$ cat config.mk
export PLATFORM = sky130hd
export DESIGN_NAME = emt_front
export DESIGN_NICKNAME = d
export VERILOG_FILES = /design/src/rtl/exact_match_patricia_trie_assert.svh /design/src/rtl/emt_pkg.sv /design/src/rtl/emt_front.sv
export SDC_FILE = /design/constraint.sdc
export NUM_CORES = 1
export LEC_CHECK = 0
export ABC_AREA = 0
export BUFFER_PORTS_ARGS = -buffer_cell sky130_fd_sc_hd__buf_2
export CORE_ASPECT_RATIO = 0.75
export CORE_MARGIN = 2
export CORE_UTILIZATION = 45
export DETAILED_ROUTE_END_ITERATION = 7
export HOLD_SLACK_MARGIN = 0.1
export PLACE_DENSITY = 0.7
export SLEW_MARGIN = 20
export SYNTH_ARGS = -nofsm -noshare
export SYNTH_HDL_FRONTEND = slang
export SYNTH_SLANG_ARGS = --single-unit
$ cat constraint.sdc
create_clock -name clk -period 9.8 [get_ports clk]
set_clock_uncertainty 0.1 [all_clocks]
set_input_delay 0.98 -clock clk [delete_from_list [all_inputs] [get_ports clk]]
set_output_delay 0.98 -clock clk [all_outputs]
set_load 0.05 [all_outputs]
$ cat src/rtl/exact_match_patricia_trie_assert.svh
// Assertion macros for the trie block.
`ifndef EXACT_MATCH_PATRICIA_TRIE_ASSERT_SVH
`define EXACT_MATCH_PATRICIA_TRIE_ASSERT_SVH
// Condition that must hold at every clock edge out of reset.
`define EMT_ASSERT(label, cond, msg) \
	label: assert property (@(posedge clk) disable iff (!arst_n) (cond)) else $error(msg);
// Implication checked on the next clock edge.
`define EMT_ASSERT_NEXT(label, pre, post, msg) \
	label: assert property (@(posedge clk) disable iff (!arst_n) (pre) |=> (post)) \
		else $error(msg);
`endif

$ cat src/rtl/emt_pkg.sv
package emt_pkg;
	localparam int MAX_KEYS = 256;
	localparam int POOL = 2 * MAX_KEYS;
	localparam int IDX_W = $clog2(POOL);
	localparam int FC_W = $clog2(POOL + 1);
	localparam int KC_W = $clog2(MAX_KEYS + 1);
	localparam int PAY_W = 32;
	localparam int KEY_BITS = 128;
	localparam int SPLIT_W = 8;

	localparam logic [1:0] ACT_LOOKUP = 2'd0;
	localparam logic [1:0] ACT_INSERT = 2'd1;
	localparam logic [1:0] ACT_DELETE = 2'd2;
	localparam logic [1:0] ACT_CLEAR  = 2'd3;

	localparam logic [1:0] ST_OK        = 2'd0;
	localparam logic [1:0] ST_NOT_FOUND = 2'd1;
	localparam logic [1:0] ST_NO_SPACE  = 2'd2;

	typedef struct packed {
		logic [63:0]        key_hi;
		logic [63:0]        key_lo;
		logic [SPLIT_W-1:0] split;
		logic               leaf;
		logic [IDX_W-1:0]   left;
		logic [IDX_W-1:0]   right;
		logic [PAY_W-1:0]   pay;
	} node_t;

	typedef struct packed {
		logic [1:0]       act;
		logic             is_clear;
		logic             is_insert;
		logic [63:0]      key_hi;
		logic [63:0]      key_lo;
		logic [PAY_W-1:0] val;
	} item_t;

	// leading zeros of a nonzero 16-bit chunk
	function automatic logic [3:0] lz16(input logic [15:0] x);
		logic [3:0] n;
		n = 4'd0;
		for (int i = 0; i < 16; i++) begin
			if (x[i]) n = 4'(15 - i);
		end
		return n;
	endfunction
endpackage

$ cat src/rtl/emt_front.sv
module emt_front (
	input  logic           clk,
	input  logic           arst_n,
	input  logic           in_valid,
	output logic           in_ready,
	input  emt_pkg::item_t in_item,
	output logic           q_valid,
	input  logic           q_pop,
	output emt_pkg::item_t q_item
);
	emt_pkg::item_t buf_q [2];
	logic [1:0] cnt_q;
	logic       wp_q, rp_q;
	emt_pkg::item_t cls;
	logic push;

	always_comb begin
		cls = in_item;
		cls.is_clear = (in_item.act == emt_pkg::ACT_CLEAR);
		cls.is_insert = (in_item.act == emt_pkg::ACT_INSERT);
	end

	assign in_ready = (cnt_q != 2'd2);
	assign push = in_valid && in_ready;
	assign q_valid = (cnt_q != 2'd0);
	assign q_item = buf_q[rp_q];

	always_ff @(posedge clk) begin
		if (push) buf_q[wp_q] <= cls;
	end

	always_ff @(posedge clk or negedge arst_n) begin
		if (!arst_n) begin
			cnt_q <= 2'd0;
			wp_q <= 1'b0;
			rp_q <= 1'b0;
		end else begin
			if (push) wp_q <= ~wp_q;
			if (q_pop) rp_q <= ~rp_q;
			cnt_q <= cnt_q + 2'(push) - 2'(q_pop);
		end
	end
endmodule

==> results of run 1 <==
[cells in the mapped netlist, types with 3 or more instances]
master / instances
edfxtp_1: 328
mux2_2: 164
xnor2_1: 3
dfrtp_1: 4
buf_6: 17
[metal layers]
| metal | wire length [um] | share of wire |
|---|---|---|
| met5 | 14 | 0.00060 |
| met4 | 549 | 0.023 |
| met3 | 2870 | 0.12 |
| met2 | 10700 | 0.45 |
| met1 | 9380 | 0.40 |
[sequential cells by signal, indices dropped and copies added, names as in the netlist]
register  cells
cnt_q         2
wp_q          1
buf_q       328
rp_q          1
[cells by family after synthesis]
| group | count (synthesis) | synth area share |
|---|---|---|
| AO/OA/AOI/OAI | 2 | 0.00124 |
| XOR/XNOR | 4 | 0.00290 |
| adder cells (fa/ha/maj) | 1 | 0.00103 |
| buffers and inverters | 18 | 0.0162 |
| flip-flops | 332 | 0.822 |
| multiplexers | 164 | 0.153 |
| AND/OR/NAND/NOR | 8 | 0.00383 |
[path summary, 6_finish.rpt]
kind                                       to  depth (start not counted)      from
worst max-delay path               q_item[87]                          3      rp_q
worst min-delay path                     rp_q                          1    arst_n
worst max register to register  buf_q[0][129]                          5  cnt_q[0]
worst min register to register       cnt_q[0]                          1  cnt_q[0]
max in group asynchronous                rp_q                          1    arst_n
min in group clk                     cnt_q[0]                          1  cnt_q[0]
[cell type report]
class | instances | area (um^2)
clock inverters | 13 | 173
flip-flops and latches | 332 | 9950
well taps | 344 | 430
multi-input cells | 179 | 1970
diodes | 3 | 7.51
fillers | 2001 | 11000
clock buffers | 47 | 983
repair buffers | 337 | 1700
[power by group]
group          switching [mW]  internal (mW)
Sequential             0.0854           1.94
Clock                   0.506          0.809
Combinational            1.65          0.569
[stage by stage]
stage / cells / setup WS [ns] / power (mW)
2_1_floorplan: 529 / 1.09 / 3.92
3_3_place_gp: 1192 / 5.62 / 4.27
3_5_place_dp: 1192 / 5.60 / 4.29
4_1_cts: 1252 / 5.92 / 5.62
5_1_grt: 1252 / 5.80 / 5.78
6_report: 1255 / 5.97 / 5.56
==> impl_metrics.py, run 1 <==
metrics = {
    "status": {
        "outcome": "finished, final reports clean",
    },
    "logic_synthesis": {
        "synth_area_mm2": 0.0121,
        "synth_cell_types": 18,
        "synth_top_area_share": 0.814,
        "ys_ff_latch": 332,
        "ys_warn_count": 0,
        "synthArstFlopShare": 0.0120,
        "yosysSeqAreaShare": 0.822,
        "syn_inst": 529,
        "synth_edf_count": 328,
        "synth.area.top_cells": "edfxtp_1 (81%), mux2_2 (15%), buf_6 (1.6%)",
        "synth_area_leader_cell": "edfxtp_1",
        "synth_flop_cell": "edfxtp_1",
        "synth_fp_nets": 698,
        "synth_area_per_cell_um2": 22.9,
    },
    "flow_run": {
        "maxCapViolations": 0,
    },
    "route": {
        "wire_per_inst_um": 18.7,
        "drt_wl_total_um": 23500,
        "vias": 6152,
        "ant_nets": 0,
        "drc": 0,
        "routed_via_density": 4.90,
        "first_pass_iters": 4,
        "drt-initial-drc-count": 313,
    },
    "grt": {
        "antenna_found_initial": 4,
        "grt.met1_usage": 0.192,
        "grtUsageMet3": 0.0834,
        "grt_max_degree": 76,
        "met2_usage": 0.257,
        "gr-total-overflow": 0,
        "grt-busiest-layer": "met2",
        "first_global_vias": 6580,
        "grtUsageTotal": 0.162,
        "grt_pass1_wl_um": 35600,
    },
    "floorplan": {
        "core-area_mm2": 0.0262,
        "row_count": 51,
        "start_util": 0.461,
        "die_w_um": 193,
        "die_h_um": 146,
        "die_area_mm2": 0.0282,
        "design.portCount": 334,
    },
    "finish": {
        "layout_commonest_cell": "buf_2",
        "area_delta_synth_final_pct": 25.7,
        "final_util": 0.580,
        "stdcell_area_mm2": 0.0152,
        "final_layout_size_suffix_gt1_frac": 0.611,
        "final_cell_mix": "buf_2 (331), edfxtp_1 (328), mux2_2 (164), clkbuf_16 (37), clkbuf_1 (8)",
        "nNetsFinal": 1053,
    },
    "cts": {
        "postCtsSetupRepairBufs": 0,
        "cts_resized": 0,
        "ctsHoldBuffers": 0,
        "tritoncts": "done",
        "clock_sinks": 332,
        "clk_pin_slew_ns": 0.05,
        "htreeDepth": 2,
        "clk_latency_ns": 0.50,
        "root_buffer": "clkbuf_16",
        "cts_buffers": 34,
        "ctsLongestPathBuffers": 3,
    },
    "sta": {
        "setup_viol": 0,
        "tns_ns": 0,
        "period_share": 0.391,
        "maxSlewViolCount": 0,
        "rsz0062_at_grt": "no",
        "relSlewSlack": 0.334,
        "whs_ns": 0.169,
        "period_needed_ns": 3.83,
        "fmax_mhz": 261,
        "tightest_slew_ns": 0.999,
        "finalHoldViolations": 0,
    },
    "worst_setup_path": {
        "cp.required_ns": 8.72,
        "critical-path-top-delay-family": "buffers and inverters",
        "reg2reg_slack_ns": 6.22,
        "start_kind": "flop",
        "path_buf_inv": 2,
        "critical_path_arrival_ns": 2.75,
        "path_class": "flop to primary output",
        "critPathSlowestCell": "buf_4",
        "crit_path_cell_trace": "buf_4 -> mux2_2 -> buf_2",
        "cp-end-kind": "primary output",
        "slowest_delay_ns": 0.81,
        "cp_max_fo": 75,
    },
    "place": {
        "place_congestion": 0.722,
        "portBuffers": 331,
        "dp_hpwl_um": 15200,
        "dpl_cell_area_mm2": 0.0141,
    },
    "min_path": {
        "hold_class": "primary input to asynchronous set/reset pin",
    },
    "pwr": {
        "powerDensity_mw_per_mm2": 366,
        "peakVddDrop_mv": 0.247,
        "leakagePower_nw": 5.68,
    },
}
Power figures use the tool's default switching activity.
==> run 2: changes to the inputs <==
--- a/config.mk
+++ b/config.mk
@@ -12,7 +12,7 @@
 export CORE_UTILIZATION = 45
 export DETAILED_ROUTE_END_ITERATION = 7
 export HOLD_SLACK_MARGIN = 0.1
-export PLACE_DENSITY = 0.7
+export PLACE_DENSITY = 0.73
 export SLEW_MARGIN = 20
 export SYNTH_ARGS = -nofsm -noshare
 export SYNTH_HDL_FRONTEND = slang
==> constraint.sdc (replaced) <==
create_clock -name clk -period 3.48 [get_ports clk]
set_clock_uncertainty 0.1 [all_clocks]
set_input_delay 0.348 -clock clk [delete_from_list [all_inputs] [get_ports clk]]
set_output_delay 0.348 -clock clk [all_outputs]
set_load 0.05 [all_outputs]
==> impl_metrics.py, run 2 (synthesis gave the netlist of run 1 again) <==
metrics = {
    "finish": {
        "stdcell_area_mm2": 0.0168,
        "register_area_mm2": 0.00995,
        "reg_top3": "buf_q (328), cnt_q (2)",
        "fillers": 1770,
        "final_layout_size_suffix_gt1_frac": 0.517,
        "final_cell_mix": "buf_2 (331), edfxtp_1 (328), dlygate4sd3_1 (166), mux2_2 (164), clkbuf_16 (31)",
        "top_register": "buf_q",
        "largest_register_ffs": 328,
        "multi_input_area_mm2": 0.00198,
        "nNetsFinal": 1222,
        "layout_commonest_cell": "buf_2",
        "area_delta_synth_final_pct": 39.1,
    },
    "min_path": {
        "worstHoldEndpoint": "buf_q[1][15]",
        "min_path_cells": 2,
        "hp-start": "in_item[15]",
        "hold_class": "primary input to flop",
    },
    "sta": {
        "fmax_mhz": 352,
        "setup_viol": 0,
        "maxSlewViolCount": 0,
        "rsz0062_at_grt": "no",
        "period_needed_ns": 2.84,
        "tns_ns": 0,
        "relSlewSlack": 0.461,
        "period_share": 0.817,
        "tightest_slew_ns": 0.809,
        "finalHoldViolations": 0,
        "layout_setup_ws_ns": 0.637,
    },
    "grt": {
        "gr-total-overflow": 0,
        "grt_pass1_wl_um": 40900,
        "grtUsageTotal": 0.184,
        "first_global_vias": 7462,
        "antenna_found_initial": 1,
        "grt_max_degree": 65,
    },
    "floorplan": {
        "die_h_um": 146,
        "die_area_mm2": 0.0282,
        "row_count": 51,
        "start_util": 0.461,
        "die_w_um": 193,
        "design.portCount": 334,
        "core-area_mm2": 0.0262,
    },
    "flow_run": {
        "maxCapViolations": 0,
    },
    "route": {
        "drc": 0,
        "drt_wl_total_um": 26500,
        "ant_nets": 0,
        "routed_via_density": 4.86,
        "first_pass_iters": 4,
        "vias": 6896,
        "wire_per_inst_um": 18.7,
        "drt-initial-drc-count": 328,
    },
    "cts": {
        "clk_latency_ns": 0.55,
        "tritoncts": "done",
        "clk_pin_slew_ns": 0.06,
        "clock_sinks": 332,
        "cts_buffers": 31,
        "ctsLongestPathBuffers": 3,
        "cts_resized": 0,
        "postCtsSetupRepairBufs": 0,
        "htreeDepth": 1,
        "root_buffer": "clkbuf_16",
    },
    "worst_setup_path": {
        "critical_path_arrival_ns": 2.40,
        "cp.required_ns": 3.03,
        "cp-end-kind": "primary output",
        "reg2reg_slack_ns": 1.37,
        "reg2reg_depth": 3,
        "path_class": "flop to primary output",
        "timing.rr.start": "cnt_q[0]",
        "start_kind": "flop",
        "cp_max_fo": 60,
        "r2r_end": "buf_q[1][88]",
    },
    "pwr": {
        "powerDensity_mw_per_mm2": 924,
        "leakagePower_nw": 6.35,
        "peakVddDrop_mv": 0.705,
    },
    "place": {
        "portBuffers": 331,
        "dpl_cell_area_mm2": 0.0142,
        "place_ws_ns": 1.21,
        "dp_hpwl_um": 15900,
        "place_congestion": 0.745,
    },
    "status": {
        "outcome": "finished, final reports clean",
    },
}
run 2: where the power goes:
group / leakage (nW) / switching [mW] / total [mW] / internal [mW]
Sequential: 3.10 / 0.288 / 5.75 / 5.46
Clock: 0.470 / 1.37 / 3.22 / 1.85
Combinational: 2.78 / 4.74 / 6.60 / 1.85
run 2: repair_timing:
item	4_1_cts	5_1_grt
setup endpoints to repair	0	0
hold endpoints to repair	334	0
hold buffers	166	0
run 2: routing by layer:
metal / share of wire / vias to the layer above / routed length, um / GRT usage
li1: - / 3163 / - / -
met1: 0.40 / 3419 / 10700 / 0.227
met2: 0.49 / 282 / 13000 / 0.317
met3: 0.092 / 32 / 2450 / 0.0663
met4: 0.014 / 0 / 370 / 0.0347
met5: 0 / - / 0 / 0
run 2: worst max-delay path by stage:
stage	startpoint	to	slack (ns)
3_3_place_gp	rp_q	q_item[33]	1.21
4_1_cts	rp_q	q_item[33]	0.61
5_1_grt	rp_q	q_item[53]	0.55
6_report	rp_q	q_item[53]	0.64
2_1_floorplan	cnt_q[0]	buf_q[0][0]	-0.17
3_5_place_dp	rp_q	q_item[33]	1.21
run 2: cell type report:
class                   instances  area share
repair buffers                509       0.208
clock buffers                  39      0.0479
flip-flops and latches        332       0.591
diodes                          1    0.000149
multi-input cells             179       0.118
clock inverters                16     0.00921
well taps                     344      0.0256
run 2: metrics by stage:
step / power [mW] / util / hold WS, ns / cells
after floorplan: 10.9 / - / -0.0476 / 529
after CTS: 15.6 / 0.642 / 0.388 / 1419
after detailed placement: 12.3 / 0.542 / 0.0629 / 1198
final: 15.6 / 0.642 / 0.421 / 1420
after global routing: 16.2 / 0.642 / 0.399 / 1420
after global placement: 12.2 / 0.542 / 0.0605 / 1198
run 2: critical path: stages (launching register included):
cell     delay, ns
dfrtp_4       0.77
buf_12        0.36
mux2_2        0.41
buf_2         0.22
==> run 3: changes to the inputs <==
==> constraint.sdc (replaced) <==
create_clock -name clk -period 2.6 [get_ports clk]
set_clock_uncertainty 0.1 [all_clocks]
set_input_delay 0.26 -clock clk [delete_from_list [all_inputs] [get_ports clk]]
set_output_delay 0.26 -clock clk [all_outputs]
set_load 0.05 [all_outputs]
==> impl_metrics.py, run 3 (synthesis gave the netlist of run 1 again) <==
metrics = {
    "floorplan": {
        "die_h_um": 146,
        "row_count": 51,
        "die_area_mm2": 0.0282,
        "core-area_mm2": 0.0262,
        "start_util": 0.461,
        "die_w_um": 193,
        "design.portCount": 334,
    },
    "route": {
        "wire_per_inst_um": 19.0,
        "drc": 0,
        "drt_wl_total_um": 27100,
        "routed_via_density": 4.87,
        "ant_nets": 0,
        "first_pass_iters": 4,
        "vias": 6937,
        "drt-initial-drc-count": 256,
    },
    "finish": {
        "reg_top3": "buf_q (328), cnt_q (2)",
        "register_area_mm2": 0.00995,
        "fillers": 1785,
        "antenna_cells": 0,
        "area_delta_synth_final_pct": 39.5,
        "top_register": "buf_q",
        "final_layout_size_suffix_gt1_frac": 0.516,
        "final_cell_mix": "buf_2 (331), edfxtp_1 (328), dlygate4sd3_1 (166), mux2_2 (164), clkbuf_16 (31)",
        "stdcell_area_mm2": 0.0169,
        "layout_commonest_cell": "buf_2",
        "nNetsFinal": 1228,
        "largest_register_ffs": 328,
        "multi_input_area_mm2": 0.00198,
    },
    "worst_setup_path": {
        "reg2reg_slack_ns": 0.80,
        "start_kind": "flop",
        "critical_path_arrival_ns": 2.06,
        "reg2reg_depth": 3,
        "cp.required_ns": 2.24,
        "cp-end-kind": "primary output",
        "cp_max_fo": 34,
        "path_class": "flop to primary output",
        "timing.rr.start": "cnt_q[0]",
        "r2r_end": "buf_q[1][29]",
    },
    "sta": {
        "period_needed_ns": 2.42,
        "setup_viol": 0,
        "maxSlewViolCount": 0,
        "period_share": 0.930,
        "layout_setup_ws_ns": 0.182,
        "finalHoldViolations": 0,
        "relSlewSlack": 0.710,
        "fmax_mhz": 414,
        "tightest_slew_ns": 0.435,
        "rsz0062_at_grt": "no",
    },
    "cts": {
        "clk_pin_slew_ns": 0.06,
        "cts_buffers": 31,
        "ctsLongestPathBuffers": 3,
        "cts_resized": 0,
        "clk_latency_ns": 0.53,
        "tritoncts": "done",
        "root_buffer": "clkbuf_16",
        "clock_sinks": 332,
        "htreeDepth": 1,
    },
    "min_path": {
        "worstHoldEndpoint": "buf_q[0][77]",
        "hp-start": "in_item[77]",
        "hold_class": "primary input to flop",
        "min_path_cells": 2,
    },
    "pwr": {
        "peakVddDrop_mv": 0.852,
        "totalPowerFinal_mw": 20.9,
        "powerDensity_mw_per_mm2": 1240,
        "leakagePower_nw": 6.36,
    },
    "place": {
        "portBuffers": 331,
        "dp_hpwl_um": 16100,
        "place_congestion": 0.742,
        "place_ws_ns": 0.584,
        "dpl_cell_area_mm2": 0.0143,
    },
    "flow_run": {
        "maxCapViolations": 0,
    },
    "grt": {
        "gr-total-overflow": 0,
        "antenna_found_initial": 0,
        "grt_max_degree": 58,
        "grtUsageTotal": 0.187,
        "grt_pass1_wl_um": 42000,
        "first_global_vias": 7605,
    },
    "status": {
        "outcome": "finished, final reports clean",
    },
}
[run 3: cell types whose count changed in the layout (fill, tap and decap cells not counted)]
cell / change
buf_4: +2
clkinvlp_4: +1
clkbuf_1: +2
buf_12: +3
clkinv_2: -4
diode_2: -1
buf_6: +1
inv_6: -1
bufinv_16: -1
clkinv_1: +1
[run 3: where the power goes]
part           internal (mW)  leakage [nW]  switching [mW]  total [mW]
Sequential              7.30          3.10           0.342        7.65
Combinational           2.59          2.83            6.43        9.02
Clock                   2.37         0.440            1.83        4.20
[run 3: routing by layer]
metal,share of wire,up-vias,global-route usage
met4,0.026,0,0.0527
met1,0.40,3431,0.228
met3,0.084,53,0.0591
met2,0.49,286,0.322
li1,-,3167,-
met5,0,-,0
[run 3: metrics by stage]
step / cells / TNS (ns) / utilization / hold slack (ns)
after floorplan: 529 / -273.48 / - / -0.136
after global placement: 1203 / 0 / 0.545 / -0.0306
after detailed placement: 1203 / 0 / 0.545 / -0.0274
after CTS: 1422 / 0 / 0.643 / 0.303
after global routing: 1423 / 0 / 0.644 / 0.326
final: 1423 / 0 / 0.644 / 0.336
[run 3: timing repair]
action	CTS	global route
buffers inserted	0	1
endpoints found under the setup margin	0	49
hold buffers	166	0
endpoints found under the hold margin	338	0
[run 3: worst max path at each step]
stage                        start          end  slack [ns]  depth (start not counted)
after CTS                     rp_q  q_item[111]       0.004                          3
after global placement        rp_q  q_item[163]        0.61                          3
after global routing          rp_q  q_item[112]        0.11                          3
after detailed placement      rp_q  q_item[111]        0.58                          3
final                         rp_q  q_item[111]        0.18                          3
after floorplan           cnt_q[0]  buf_q[0][0]       -1.05                          3
[run 3: area by class of cell]
type,count,area share
Multi-Input combinational cell,179,0.117
Timing Repair Buffer,515,0.213
Tap cell,344,0.0255
Sequential cell,332,0.590
Clock buffer,41,0.0482
Clock inverter,12,0.00637
[run 3: critical path: stages, from the launching register on]
cell	delay, ns
dfrtp_4	0.64
buf_12	0.26
mux2_2	0.37
buf_2	0.22
